### src/sv/s2pd_pkg.sv
package s2pd_pkg;

  // sizes of the stores and fields
  localparam int MAX_WIDTH      = 256;
  localparam int MAX_HEIGHT     = 128;
  localparam int PROB_FRAC_BITS = 24;
  localparam int ENTRY_W        = PROB_FRAC_BITS + 1;
  localparam int ROW_W          = 7;
  localparam int COL_W          = 8;
  localparam int IDX_W          = 15;
  localparam int COL_DEPTH      = MAX_WIDTH * MAX_HEIGHT;
  localparam int FIFO_DEPTH     = 4;
  localparam int FIFO_AW        = 2;

  // fixed point constants
  localparam logic [31:0] PI_Q30  = 32'd3373259426;
  localparam logic [30:0] ONE_Q30 = 31'h4000_0000;

  // action codes
  localparam logic [1:0] ACT_WR_ROW = 2'd0;
  localparam logic [1:0] ACT_WR_COL = 2'd1;
  localparam logic [1:0] ACT_SAMPLE = 2'd2;

  // configuration register indexes
  localparam logic [1:0] CFG_WIDTH  = 2'd0;
  localparam logic [1:0] CFG_HEIGHT = 2'd1;
  localparam logic [1:0] CFG_ROT    = 2'd2;

  // item passed from front end to back end
  typedef struct packed {
    logic [1:0]         action;
    logic [IDX_W-1:0]   entry_index;
    logic [ENTRY_W-1:0] cdf_value;
    logic [ENTRY_W-1:0] rand_row;
    logic [ENTRY_W-1:0] rand_col;
  } q_item_t;

  // effective configuration
  typedef struct packed {
    logic [8:0]  w;
    logic [7:0]  h;
    logic [15:0] rot;
  } cfg_t;

  // divisors of the nested sine series
  function automatic logic [6:0] sine_div(input logic [2:0] i);
    logic [6:0] d;
    case (i)
      3'd0:    d = 7'd110;
      3'd1:    d = 7'd72;
      3'd2:    d = 7'd42;
      3'd3:    d = 7'd20;
      default: d = 7'd6;
    endcase
    return d;
  endfunction

  // floor(2^32 / divisor) for the same divisors
  function automatic logic [29:0] sine_recip(input logic [2:0] i);
    logic [29:0] m;
    case (i)
      3'd0:    m = 30'd39045157;
      3'd1:    m = 30'd59652323;
      3'd2:    m = 30'd102261126;
      3'd3:    m = 30'd214748364;
      default: m = 30'd715827882;
    endcase
    return m;
  endfunction

endpackage

### src/sv/s2pd_fifo.sv
module s2pd_fifo (
  input  logic              clk,
  input  logic              rst_n,
  input  logic              push_valid,
  output logic              push_ready,
  input  s2pd_pkg::q_item_t push_item,
  output logic              pop_valid,
  input  logic              pop_ready,
  output s2pd_pkg::q_item_t pop_item
);
  import s2pd_pkg::*;

  q_item_t            slot_r [0:FIFO_DEPTH-1];
  logic [FIFO_AW-1:0] wp_r, rp_r;
  logic [FIFO_AW:0]   cnt_r;
  logic               do_push, do_pop;

  assign push_ready = (cnt_r != (FIFO_AW+1)'(FIFO_DEPTH));
  assign pop_valid  = (cnt_r != '0);
  assign pop_item   = slot_r[rp_r];
  assign do_push    = push_valid && push_ready;
  assign do_pop     = pop_valid && pop_ready;

  // storage
  always_ff @(posedge clk) begin
    if (do_push) slot_r[wp_r] <= push_item;
  end

  // pointers and fill level
  always_ff @(posedge clk) begin
    if (!rst_n) begin
      wp_r  <= '0;
      rp_r  <= '0;
      cnt_r <= '0;
    end else begin
      if (do_push) wp_r <= wp_r + 1'b1;
      if (do_pop)  rp_r <= rp_r + 1'b1;
      if (do_push && !do_pop) cnt_r <= cnt_r + 1'b1;
      else if (do_pop && !do_push) cnt_r <= cnt_r - 1'b1;
    end
  end

endmodule

### config.mk
export PLATFORM = sky130hd
export DESIGN_NAME = s2pd_fifo
export DESIGN_NICKNAME = d
export VERILOG_FILES = /design/src/sv/s2pd_pkg.sv /design/src/sv/s2pd_fifo.sv
export SDC_FILE = /design/constraint.sdc
export NUM_CORES = 1
export LEC_CHECK = 0
export BUFFER_PORTS_ARGS = -buffer_cell sky130_fd_sc_hd__buf_2
export CAP_MARGIN = 20
export CORE_MARGIN = 10
export CORE_UTILIZATION = 50
export CTS_CLUSTER_SIZE = 40
export DETAILED_ROUTE_END_ITERATION = 8
export GPL_ROUTABILITY_DRIVEN = 0
export PLACE_DENSITY_LB_ADDON = 0.15
export SYNTH_ARGS = -nofsm -noshare
export SYNTH_HDL_FRONTEND = slang
export SYNTH_SLANG_ARGS = --single-unit
export TNS_END_PERCENT = 30
### constraint.sdc
create_clock -name clk -period 9.6 [get_ports clk]
set_input_delay 0.48 -clock clk [delete_from_list [all_inputs] [get_ports clk]]
set_output_delay 0.48 -clock clk [all_outputs]
set_load 0.01 [all_outputs]
==> run metrics, run 1 <==
status=completed; gr ovfl total=0; number of nets in the layout=~850; largest net degree at the start of global routing=56; register area share after synthesis=0.816; FP Rows=60; Slew headroom=0.414; Slew Viols, Final=0; Root Driver=clkbuf_16; leakage=around 0.0054 uW; vias per cell=5.57; post-route cell area=0.0163 mm2; Reg area=0.0112 mm2; antenna violations before repair=3; share of layout cells above drive strength 1=0.446; CP Data Required Time=9120 ps; First DRT Iteration DRCs=342; multi-input logic area=0.00237 mm2; postcts setup bufs=0; area of placed instances=about 0.015 mm2; first-pass GRT wire length=40400 um; CTS H-tree depth=2; clock sinks=between 300 and 400; full die area=0.0345 mm2; Hold Path Class=in -> reg; Worst Setup End Kind=output port; synthesized area=0.0138 mm2; Worst Max-Slew Pin Slew=879 ps; via count=6194; fill cell count=1914; Die X-Extent=186 um; final hold violations=0; Setup CP Type=reg -> out; DRT antenna net count=0; Netlist cell types=22; CP Launch Type=flop; Synth Register Bits=between 300 and 400; WL per Instance=23.8 um; CTS tree=done; DRC=0; Pwr per Cell Area=273 mW/mm2; period utilisation layout=0.359; Boundary Pins=190; core area=about 0.027 mm2; chip height=between 150 and 200 um; crit-path max FO=42; Area Overhead vs Synth=18.2%; RSZ-0062 raised after global routing=no; syn avg cell area=roughly 26 um2; GRT Total Usage=0.155; Sum Neg Setup Slack=0 ps; Max-Cap Viols=0; Achievable Freq=roughly 290 MHz; vias in the first global route=6901; Final Skew=20.7 ps; hold_buf cts=0; VDD IR max=0.189 mV; final WL=roughly 27000 um; syn_nets=630; WP data arrival=2960 ps; HPWL Detailed=15900 um; Synth warnings=0; post-CTS sizing=0; Port Buffers=about 190; crit path time final=between 3000 and 4000 ps; fin util=0.601; Final setup violation count=0; initial core utilization=0.509; gate count of the mapped netlist=528; worst-skew pair later-pin latency=510 ps; Pre-antenna DRT Iters=4; clk slew on worst S/H paths=60 ps; clk buf depth=3; Final Hold Slack=179 ps; CTS Buf Count=39
report_power, final:
group | total, uW | switching [uW] | internal, uW
clock network | 1390 | 560 | 826
logic | 971 | 502 | 469
registers | 2080 | 76.3 | 2000
stage by stage:
stage,std cells,setup WS (ps),power (uW)
finish,1113,6160,4430
global route,1112,5880,4640
CTS,1111,5720,4500
detailed placement,1043,6260,3110
global placement,1043,6260,3090
floorplan,528,6160,2750
critical path: stages, from the launching register on:
cell and delay (ps):
dfxtp_4 540, buf_16 320, buf_4 740, mux4_2 640
buf_2 170
layout by cell type, fill, tap and decap left out, types with 2 or more instances in the layout:
master and n:
edfxtp_1 368, buf_2 189, mux4_2 92, clkbuf_16 41, clkbuf_1 11, clkinv_1 9, dfxtp_1 7, buf_4 6
nand2_1 5, ha_1 5, and2_4 4, and2_1 4, inv_1 3, xnor2_1 3, mux2i_1 3, clkbuf_8 3
or3_1 2, dfxtp_4 2, clkinv_2 2
logic make-up after synthesis:
| family | after synthesis | synth area share |
|---|---|---|
| DFF | 377 | 0.816 |
| muxes | 95 | 0.153 |
| buffers and inverters | 24 | 0.0123 |
| and+or+nand+nor | 17 | 0.00664 |
| adders and majority gates | 6 | 0.00600 |
| AOI/OAI and AO/OA | 5 | 0.00327 |
| xor gates and xnor gates | 4 | 0.00255 |
final timing paths:
| path | cells after the start | from | endpoint | slack [ps] |
|---|---|---|---|---|
| worst max-delay path | 4 | flop | pop_item[28] | 6160 |
| worst min-delay path | 1 | push_item[84] | slot_r[0][84] | 180 |
| worst max register to register | 4 | cnt_r[0] | slot_r[0][56] | 6790 |
| worst min register to register | 2 | wp_r[0] | wp_r[0] | 520 |
state kept, by name (all words and copies together) (netlist names), named ones only:
signal  flops
cnt_r       3
rp_r        2
slot_r    368
wp_r        2
metal layers:
metal | vias to the layer above | global-route usage | part of all wire | wire length, um
met5 | - | 0 | 0.00079 | 21
met4 | 4 | 0.0493 | 0.021 | 562
met3 | 44 | 0.0417 | 0.071 | 1890
met2 | 177 | 0.272 | 0.53 | 14000
met1 | 3257 | 0.181 | 0.38 | 10100
li1 | 2712 | - | - | -
synthesized netlist by cell type, drive strengths merged:
master  count  area share
edfxtp    368        0.80
mux4       92        0.15
buf        18       0.011
dfxtp       9       0.013
and2        8      0.0036
ha          5      0.0045
nand2       5      0.0014
clkbuf      3     0.00082
inv         3     0.00082
mux2i       3      0.0022
xnor2       3      0.0019
a21boi      2      0.0014
or3         2     0.00091
fa          1      0.0015
nor2        1     0.00027
nor2b       1     0.00046
o21ai       1     0.00036
o311ai      1     0.00064
o31ai       1     0.00091
xor2        1     0.00064
area by class of cell:
cell class	instances	share of cell area
Inverter	3	0.000693
Clock inverter	13	0.00500
Timing Repair Buffer	196	0.0627
Sequential cell	377	0.691
Multi-Input combinational cell	127	0.146
Antenna cell	1	0.000154
Clock buffer	55	0.0682
Tap cell	341	0.0263
Power figures use the tool's default switching activity.
==> run 2, diff against run 1 <==
- ABC_AREA: default -> 1
- clock period: 9.6 -> 3.5 ns (I/O delays scaled with it)
==> run metrics, run 2 <==
status=completed; core area=around 0.028 mm2; CTS Buf Count=39; Achievable Freq=387 MHz; Pwr per Cell Area=just over 700 mW/mm2; gate count of the mapped netlist=958; number of nets in the layout=1343; Pre-antenna DRT Iters=4; slowest CP cell=inv_2; syn_nets=roughly 1100; WL per Instance=18.9 um; fraction of registers with async set/reset=0; share of the synthesized area in the top cell type=0.783; Crit Reg-Reg Startpoint=cnt_r[1]; fill cell count=2151; syn avg cell area=14.7 um2; final hold violations=0; synthesized area=0.0141 mm2; most common cell after layout, fill and taps aside=edfxtp_1; largest net degree at the start of global routing=105; Die X-Extent=between 150 and 200 um; Biggest register=slot_r; First DRT Iteration DRCs=roughly 590; antenna violations before repair=1; Area contributors post-synth=edfxtp_1 78%, nor2_1 5.3%, o21ai_0 4.1%, o22ai_1 4.1%, o21ai_1 2.5%; final WL=31200 um; most frequent cells in the layout=368 x edfxtp_1, 194 x nor2_1, 189 x buf_2; worst-skew pair later-pin latency=510 ps; gr ovfl total=0; crit-path max FO=39; Post-synth top flop=edfxtp_1; Area Overhead vs Synth=24.1%; GRT Total Usage=0.172; register area share after synthesis=0.796; CP Launch Type=flop; Final Skew=11.3 ps; via count=8809; setup slack after layout=915 ps; RSZ-0062 raised after global routing=no; Worst Reg-to-Reg Cells=9; DRT antenna net count=0; vias in the first global route=9007; cell taking the most area after synthesis=edfxtp_1; Synth warnings=0; top-count cell post-synth=edfxtp_1; Slew Viols, Final=0; Synth top cells by count=368 x edfxtp_1, 198 x nor2_1, 115 x o21ai_0; HPWL Detailed=17300 um; Worst Setup End Kind=output port; r2r setup slk=1330 ps; Slew headroom=0.314; vias per cell=5.35; Final setup violation count=0; VDD IR max=0.692 mV; Largest regs=slot_r: 368 flops, cnt_r: 3 flops; full die area=roughly 0.035 mm2; CTS H-tree depth=2; initial core utilization=0.508; leakage=around 0.006 uW; clk buf depth=3; clk slew on worst S/H paths=60 ps; FP Rows=61; share of layout cells above drive strength 1=0.209; CP max stage delay=640 ps; Post-synth EDFFs=about 370; post-CTS sizing=0; first-pass GRT wire length=approximately 49000 um; cell breakdown of the critical path=inv_2 -> buf_4 -> o21ai_0 -> o22ai_1 -> buf_2; CP Data Required Time=around 3300 ps; worst reg2reg path endpoint=cnt_r[1]; Hold Path Class=in -> reg; postcts setup bufs=0; DRC=0; chip height=approximately 190 um; post-place setup slack=1310 ps; Port Buffers=189; CP endpoint=pop_item[89]; clock sinks=approximately 380; period utilisation layout=0.738; Largest register FFs=368; Root Driver=clkbuf_16; WP data arrival=roughly 2400 ps; Worst Max-Slew Pin Slew=1030 ps; Synth Register Bits=377; CTS tree=done; Netlist cell types=20; Setup CP Type=reg -> out; Final Hold Slack=398 ps; Max-Cap Viols=0; crit path time final=2580 ps; Boundary Pins=190
-- run 2: changes by cell type after synthesis, sizes merged, moves of 4 or more --
cell / previous run / this run
and2: 8 / 0
buf: 18 / 33
clkbuf: 3 / 27
inv: 3 / 16
mux4: 92 / 0
nand2: 5 / 15
nand3: 0 / 4
nor2: 1 / 198
o21ai: 1 / 185
o22ai: 0 / 92
-- run 2: how the worst min path moves through the flow --
stage / slack [ps] / startpoint / depth (start not counted) / endpoint
floorplan: 270 / push_item[0] / 0 / slot_r[0][0]
global placement: 390 / push_item[57] / 1 / slot_r[3][57]
detailed placement: 390 / push_item[11] / 1 / slot_r[2][11]
CTS: 380 / push_item[11] / 2 / slot_r[2][11]
global route: 400 / push_item[12] / 2 / slot_r[0][12]
finish: 400 / push_item[11] / 2 / slot_r[2][11]
-- run 2: kinds of logic after synthesis --
kind of cell | synth area share
AND/OR/NAND/NOR | 0.0586
adder cells (fa/ha/maj) | 0.00585
AO/OA/AOI/OAI | 0.107
flip-flops | 0.796
XOR/XNOR | 0.000621
buffers and inverters | 0.0317
-- run 2: per-layer routing --
layer	wire length, um	vias to the layer above	global-route usage
met3	2050	38	0.0455
met4	486	0	0.0434
met5	0	-	0
met1	13600	4370	0.222
met2	15100	232	0.284
li1	-	4169	-
-- run 2: final cells by class --
class	instances	area (um2)	share of cell area
antenna	1	2.50	0.000143
clock buffer	56	1100	0.0630
clock inverter	13	70.1	0.00400
inverter	16	65.1	0.00372
multi-input combinational	505	2460	0.141
sequential	377	11200	0.642
tap	378	473	0.0270
timing repair buffer	302	2100	0.120
-- run 2: timing repair --
action                                 in CTS  in global routing
setup endpoints to repair                   0                  0
hold buffers                               96                  0
endpoints found under the hold margin     376                  0
-- run 2: through the flow --
stage | total power, uW | cell area [um2] | setup TNS (ps) | util | std cells
4_1_cts | 12500 | 17500 | 0 | 0.630 | 1647
6_report | 12300 | 17500 | 0 | 0.630 | 1648
2_1_floorplan | 7520 | 14100 | -37990 | - | 958
3_3_place_gp | 8570 | 15400 | 0 | 0.553 | 1482
5_1_grt | 13000 | 17500 | 0 | 0.630 | 1648
3_5_place_dp | 8610 | 15400 | 0 | 0.553 | 1482
-- run 2: report_power, final --
part           total (uW)  internal [uW]  switching (uW)
clock                3760           2190            1570
combinational        2930            996            1930
sequential           5630           5490             140
total               12300           8670            3650
-- run 2: critical path, delay by kind of cell (launching register included) --
family                 cells  cell delay [ps]
AOI/OAI and AO/OA          2              390
DFF                        1              320
buffers and inverters      3             1170
==> run 3, diff against run 2 <==
- clock period: 3.5 -> 2.5 ns (I/O delays scaled with it)
==> run metrics, run 3 (same netlist as run 2, synthesis figures left out) <==
Largest regs=slot_r: 368 flops, cnt_r: 3 flops; core area=approximately 0.028 mm2; cell breakdown of the critical path=buf_4 -> o21ai_0 -> o22ai_1 -> buf_2; number of nets in the layout=1343; hold_buf cts=95; Pwr per Cell Area=1000 mW/mm2; worst reg2reg path endpoint=cnt_r[1]; min-delay src=push_item[14]; via count=8767; Hold Path Class=in -> reg; final hold violations=0; First DRT Iteration DRCs=~660; Slew Viols, Final=0; Worst Max-Slew Pin Slew=569 ps; full die area=around 0.035 mm2; r2r setup slk=610 ps; area of placed instances=0.0155 mm2; clk slew on worst S/H paths=60 ps; Worst Hold Depth=2; DRT antenna net count=0; CP max stage delay=450 ps; postcts setup bufs=0; crit-path max FO=38; Setup CP Type=reg -> out; period utilisation layout=0.868; Biggest register=slot_r; final WL=31100 um; CP top delay family=buffers and inverters; fill cell count=2101; slowest CP cell=dfxtp_4; clock sinks=between 300 and 400; HPWL Detailed=17200 um; VDD IR max=0.583 mV; FP Rows=61; DRC=0; Pre-antenna DRT Iters=5; antenna violations before repair=1; CTS tree=done; most common cell after layout, fill and taps aside=edfxtp_1; Worst Reg-to-Reg Cells=9; RSZ-0062 raised after global routing=no; Worst Hold End=slot_r[1][14]; Buffers & Inverters on Critical Path=2; Achievable Freq=about 460 MHz; chip height=188 um; CP Launch Type=flop; vias in the first global route=8943; CTS H-tree depth=2; gr ovfl total=0; Sum Neg Setup Slack=0 ps; status=completed; WL per Instance=18.8 um; WP data arrival=2050 ps; Die X-Extent=around 190 um; Port Buffers=about 190; post-CTS sizing=0; largest net degree at the start of global routing=95; clk buf depth=3; share of layout cells above drive strength 1=0.214; Crit Reg-Reg Startpoint=cnt_r[1]; vias per cell=roughly 5.3; Max-Cap Viols=0; Root Driver=clkbuf_16; initial core utilization=0.508; CP Data Required Time=2380 ps; total chip power=17800 uW; Final Skew=7.14 ps; GRT Total Usage=0.172; Boundary Pins=190; Area Overhead vs Synth=25.7%; leakage=0.00629 uW; post-route cell area=roughly 0.018 mm2; first-pass GRT wire length=49100 um; Largest register FFs=368; worst-skew pair later-pin latency=510 ps; crit path time final=approximately 2200 ps; Final setup violation count=0; Slew headroom=0.621; Worst Setup End Kind=output port; most frequent cells in the layout=368 x edfxtp_1, 194 x nor2_1, 189 x buf_2; CTS Buf Count=39
## run 3: cell types whose count changed in the layout (fill, tap and decap cells not counted), moves of 2 or more
cell        previous run  this run
buf_12                 5        14
buf_4                 12         4
clkbuf_1              13         5
clkinv_1               5        11
bufinv_16              0         5
clkinv_2               4         9
clkinvlp_4             3         0
clkbuf_8               2         0
nand2_1               15        13
## run 3: through the flow
step	utilization	hold slack (ps)	std cells	worst slack, ps
after floorplan	-	224	958	10.9
after global placement	0.558	339	1483	630
after detailed placement	0.558	341	1483	608
after CTS	0.638	334	1649	336
after global routing	0.639	358	1650	241
final	0.639	363	1650	329
## run 3: worst register-to-register path, cell delays in order (launching register included)
cell and delay (ps):
dfxtp_1 330, nor2_1 180, nand2_2 110, nand2_4 150, inv_1 90, ha_1 210, inv_1 80, fa_1 410
o21ai_0 170, nor2_1 50
## run 3: worst max path at each step
stage                        end  slack [ps]     start  cells past startpoint
finish               pop_item[3]         330      flop                      4
floorplan           slot_r[0][0]          10  cnt_r[0]                      4
CTS                  pop_item[3]         340      flop                      4
detailed placement      cnt_r[1]         610  cnt_r[1]                      9
global route         pop_item[3]         240      flop                      4
global placement        cnt_r[1]         630  cnt_r[0]                      9
## run 3: where the power goes
group	switching, uW	leakage (uW)	internal (uW)
combinational	2740	0.00221	1470
sequential	182	0.00345	7680
clock	2220	0.000634	3490
## run 3: cell type report
type	instances	area (um2)	share of cell area
tap	378	473	0.0267
sequential	377	11200	0.633
clock inverter	25	236	0.0133
multi-input combinational	505	2470	0.140
timing repair buffer	302	2210	0.124
inverter	16	65.1	0.00367
clock buffer	46	1040	0.0589
antenna	1	2.50	0.000141
## run 3: routing by layer
metal,up-vias,part of all wire,track usage,wire length [um]
met3,37,0.064,0.0404,1990
met2,252,0.48,0.284,14900
met1,4296,0.44,0.226,13800
li1,4182,-,-,-
met4,0,0.014,0.0425,437
met5,-,0,0,0
